## src/hdl/kei_ram.sv

```systemverilog
// Generic single-port RAM with registered read data.
// No dependencies.
module kei_ram #(
   parameter int Width = 8,
   parameter int Depth = 16
) (
   input  logic                     clock,
   input  logic                     wr_en,
   input  logic [$clog2(Depth)-1:0] addr,
   input  logic [Width-1:0]         wr_data,
   output logic [Width-1:0]         rd_data
);
   logic [Width-1:0] mem [Depth];

   // Registered read; a write in the same cycle returns the old contents.
   always_ff @(posedge clock) begin
      if (wr_en) begin
         mem[addr] <= wr_data;
      end
      rd_data <= mem[addr];
   end
endmodule

```

## config.mk

```make
export PLATFORM = sky130hd
export DESIGN_NAME = kei_ram
export DESIGN_NICKNAME = d
export VERILOG_FILES = /design/src/hdl/kei_ram.sv
export SDC_FILE = /design/constraint.sdc
export NUM_CORES = 1
export LEC_CHECK = 0
export ABC_AREA = 1
export BUFFER_PORTS_ARGS = -buffer_cell sky130_fd_sc_hd__buf_2
export CELL_PAD_IN_SITES_DETAIL_PLACEMENT = 0
export CELL_PAD_IN_SITES_GLOBAL_PLACEMENT = 1
export CORE_ASPECT_RATIO = 1.75
export CORE_MARGIN = 2
export CORE_UTILIZATION = 40
export CTS_CLUSTER_DIAMETER = 100
export DETAILED_ROUTE_END_ITERATION = 7
export PLACE_DENSITY_LB_ADDON = 0.12
export SYNTH_ARGS = -nofsm -noshare
export SYNTH_HDL_FRONTEND = slang
export SYNTH_SLANG_ARGS = --single-unit
```

## constraint.sdc

```tcl
create_clock -name clock -period 3.63 [get_ports clock]
set_clock_uncertainty 0.05 [all_clocks]
set_input_delay 0.363 -clock clock [delete_from_list [all_inputs] [get_ports clock]]
set_output_delay 0.363 -clock clock [all_outputs]
set_load 0.01 [all_outputs]
```

==> impl.org <==
** Outcome
- Outcome :: finished clean

** Setup path
- Setup crit start :: addr[2]
- Worst-case register-to-register setup slack :: 2.55 ns
- Crit end category :: register
- STA classifies the critical path startpoint as an input port.
- Of all nets on the critical path, the largest fanout is 9.
- At the worst endpoint, the arrival time is 1.78 ns.
- Crit path kind :: in2reg
- The worst register-to-register path ends at rd_data[7].
- FF-to-FF Start :: mem[7][7]
- Data required time at the worst endpoint :: 3.61 ns
- The worst register-to-register path has a depth of 8.

** STA
- Final Hold Slack :: 0.344 ns
- The max-slew violation count was 0.
- Final total negative setup slack :: 0 ns
- Transition time of the tightest slew-check pin :: 0.803 ns
- Post-layout worst setup margin :: 1.84 ns
- Of the available clock period, the critical path in the final layout requires 49.4%.
- Total count of hold-check failures in the final report :: 0
- Setup violations remaining at the end of the flow were counted as 0.
- Crit path time final :: 1.79 ns
- Max Clock Freq :: 0.558 GHz
- Setup repair after global routing missed its margin :: false
- Relative slew margins :: 46.3%

** Clock network
- Clock latency reported for the late side of the worst-skew pair :: 0.41 ns
- CTS Sinks :: 136
- Buffers inserted to repair hold after CTS numbered 0.
- TritonCTS built the clock tree.
- Setup Fix Bufs, Post-CTS :: 0
- Clock tree synthesis selected as its root buffer the cell clkbuf_16.
- Number of gates given a new drive strength after cts :: 0
- Clock-pin slew on the worst setup and hold paths :: 0.06 ns
- H-tree depth reported by CTS :: 4
- Number of CTS-inserted buffers :: 17
- The clock passes through at most 2 buffers.

** Placed design
- After detailed placement, the design holds a cell count of 729.
- Worst Setup Slack post-DPL :: 1.43 ns
- During placement, the flow inserted port buffers numbering 21.
- Placed standard-cell area :: 5830 µm²
- Detailed placement ended at an HPWL of 8.51 mm.
- Weighted congestion reported at the end of routability-driven placement :: 0.810

** Yosys
- Counting flops and latches in the post-synthesis netlist gives 136.
- Summing every instance area after synthesis gives 5590 µm².
- Summed over all instances, the cell type with the most area after synthesis is edfxtp_1.
- Post-synthesis net count :: 562
- Area share of the leading cell type in the synthesized netlist :: 68.7%
- Share of synthesized registers carrying an async set or reset :: 0%
- Of the synthesized area, sequential elements account for 71.6%.
- Leading cell type by number of instances after synthesis :: nand2_1
- Most common library cells after synthesis :: 346 x nand2_1, 128 x edfxtp_1, 21 x inv_1
- A synthesized cell averages 10.2 µm².
- Post-Syn Instances :: 548
- The netlist uses 11 different library cells.
- Dominant register cell in the synthesized netlist :: edfxtp_1
- Total number of yosys warnings :: 0
- Yosys mapped a number of flops with a built-in enable equal to 128.
- Sorting the synthesized cells by area gives the leading types as edfxtp_1 69%, nand2_1 23%, dfxtp_1 2.9%, inv_1 1.4%, nor2_1 1.2%.

** Floorplanning
- Once the floorplan was initialized, standard cells occupied 40.6% of the core.
- Die area :: 15000 µm²
- In this run the vertical extent of the chip is 160 µm.
- In this run the count of I/O pins placed on the die edge is 22.
- The region available for standard cell placement spans 13800 µm².
- After floorplanning, the core was divided into 57 placement rows.
- Die width :: 93.4 µm

** Finish
- Once layout is complete, the utilization of the core stands at 46.9%.
- Compared with the post-synthesis result, the final layout area differs by 15.5%.
- The number of antenna diodes in the final layout is 0.
- Post-layout net count :: 585
- After routing the design area is 6460 µm².
- Fill count :: 1322
- Final Instance Count excl. Fillers :: 761
- The post-route netlist has 9.76% of its cells at a drive strength greater than 1.

** Drt
- DR vias/cell :: 4.65
- Number of violations reported at the end of detailed-routing iteration 0 :: 224
- After detailed routing, the total wire length is 13.0 mm.
- First-pass detailed-route iteration total :: 4
- Antenna-violating nets left :: 0
- The routed layout has 3542 vias.
- Mean routed wirelength per cell :: 17.1 µm
- Number of design rule violations left after detail routing :: 0

** Global routing
- Number of antenna violations at the first check in global routing :: 0
- Entering global routing, the biggest net connects 64 pins.
- The via count of the first global-routing pass is 3523.
- Wire length of the first global-routing pass :: 19.8 mm
- GRT Total Usage :: 18.6%
- After global routing the overflow that remains totals 0.

** Min path
- Startpoint of the tightest hold check path :: wr_data[5]
- Hold-critical path depth :: 1
- Min-Delay Endpoint :: mem[13][5]
- The path class of the tightest hold or removal check is in2reg.

** Pwr
- The design draws 3.78 mW.
- Worst vdd ir :: 0.343 mV
- For this design the static power due to leakage is 2.74 nW.
- Power Density :: 586 nW/µm²

** Job
- Across the run, the number of max-cap violations was 0.
-- flip-flops by register name, summed over array words and instances, names as in the netlist --
register  count
rd_data       8
mem         128
-- critical path: stages --
cell	delay [ns]
buf_2	0.10
inv_1	0.05
nor2_1	0.43
inv_1	0.18
nor2_1	0.65
-- cell usage in the layout, fill, tap and decap left out --
| master | instances |
|---|---|
| nand2_1 | 346 |
| nand3_1 | 4 |
| bufinv_16 | 4 |
| inv_1 | 21 |
| inv_6 | 3 |
| clkinv_4 | 1 |
| dfxtp_1 | 8 |
| clkbuf_1 | 1 |
| buf_4 | 4 |
| edfxtp_1 | 128 |
| clkinvlp_4 | 4 |
| buf_2 | 21 |
| clkbuf_16 | 17 |
| clkinv_1 | 1 |
| inv_2 | 1 |
| nor2_1 | 18 |
| clkinv_2 | 2 |
-- where the power goes --
group          internal [mW]  switching, mW
combinational         0.0539          0.157
sequential              1.76        0.00839
clock                   1.15          0.654
-- per-layer routing --
metal	wire length (µm)	part of all wire (%)	GRT usage, %
met3	363	2.8	3.85
met4	313	2.4	8.22
met5	0	0	0
met2	6920	53	32.3
met1	5380	41	22.0
-- area by class of cell --
type | instances | area (µm²) | share of cell area, %
clock buffers | 18 | 429 | 6.65
clock inverters | 14 | 195 | 3.02
inverters | 23 | 86.3 | 1.34
multi-input cells | 368 | 1390 | 21.5
flip-flops and latches | 136 | 4000 | 62.0
well taps | 177 | 221 | 3.43
repair buffers | 25 | 135 | 2.09
-- cell families (layout without fill, tap and decap cells) --
group | count (synthesis) | after routing | share of synthesized area [%]
flops | 136 | 136 | 71.6
buf+inv | 44 | 80 | 3.62
simple gates | 368 | 368 | 24.8
-- worst max-delay path by stage --
stage | endpoint | slack (ns)
global route | mem[6][5] | 1.71
detailed placement | mem[6][4] | 1.43
global placement | mem[3][1] | 1.45
CTS | mem[6][5] | 1.86
finish | mem[6][5] | 1.84
floorplan | mem[3][0] | 1.84
(Power assumes the default switching activity.)
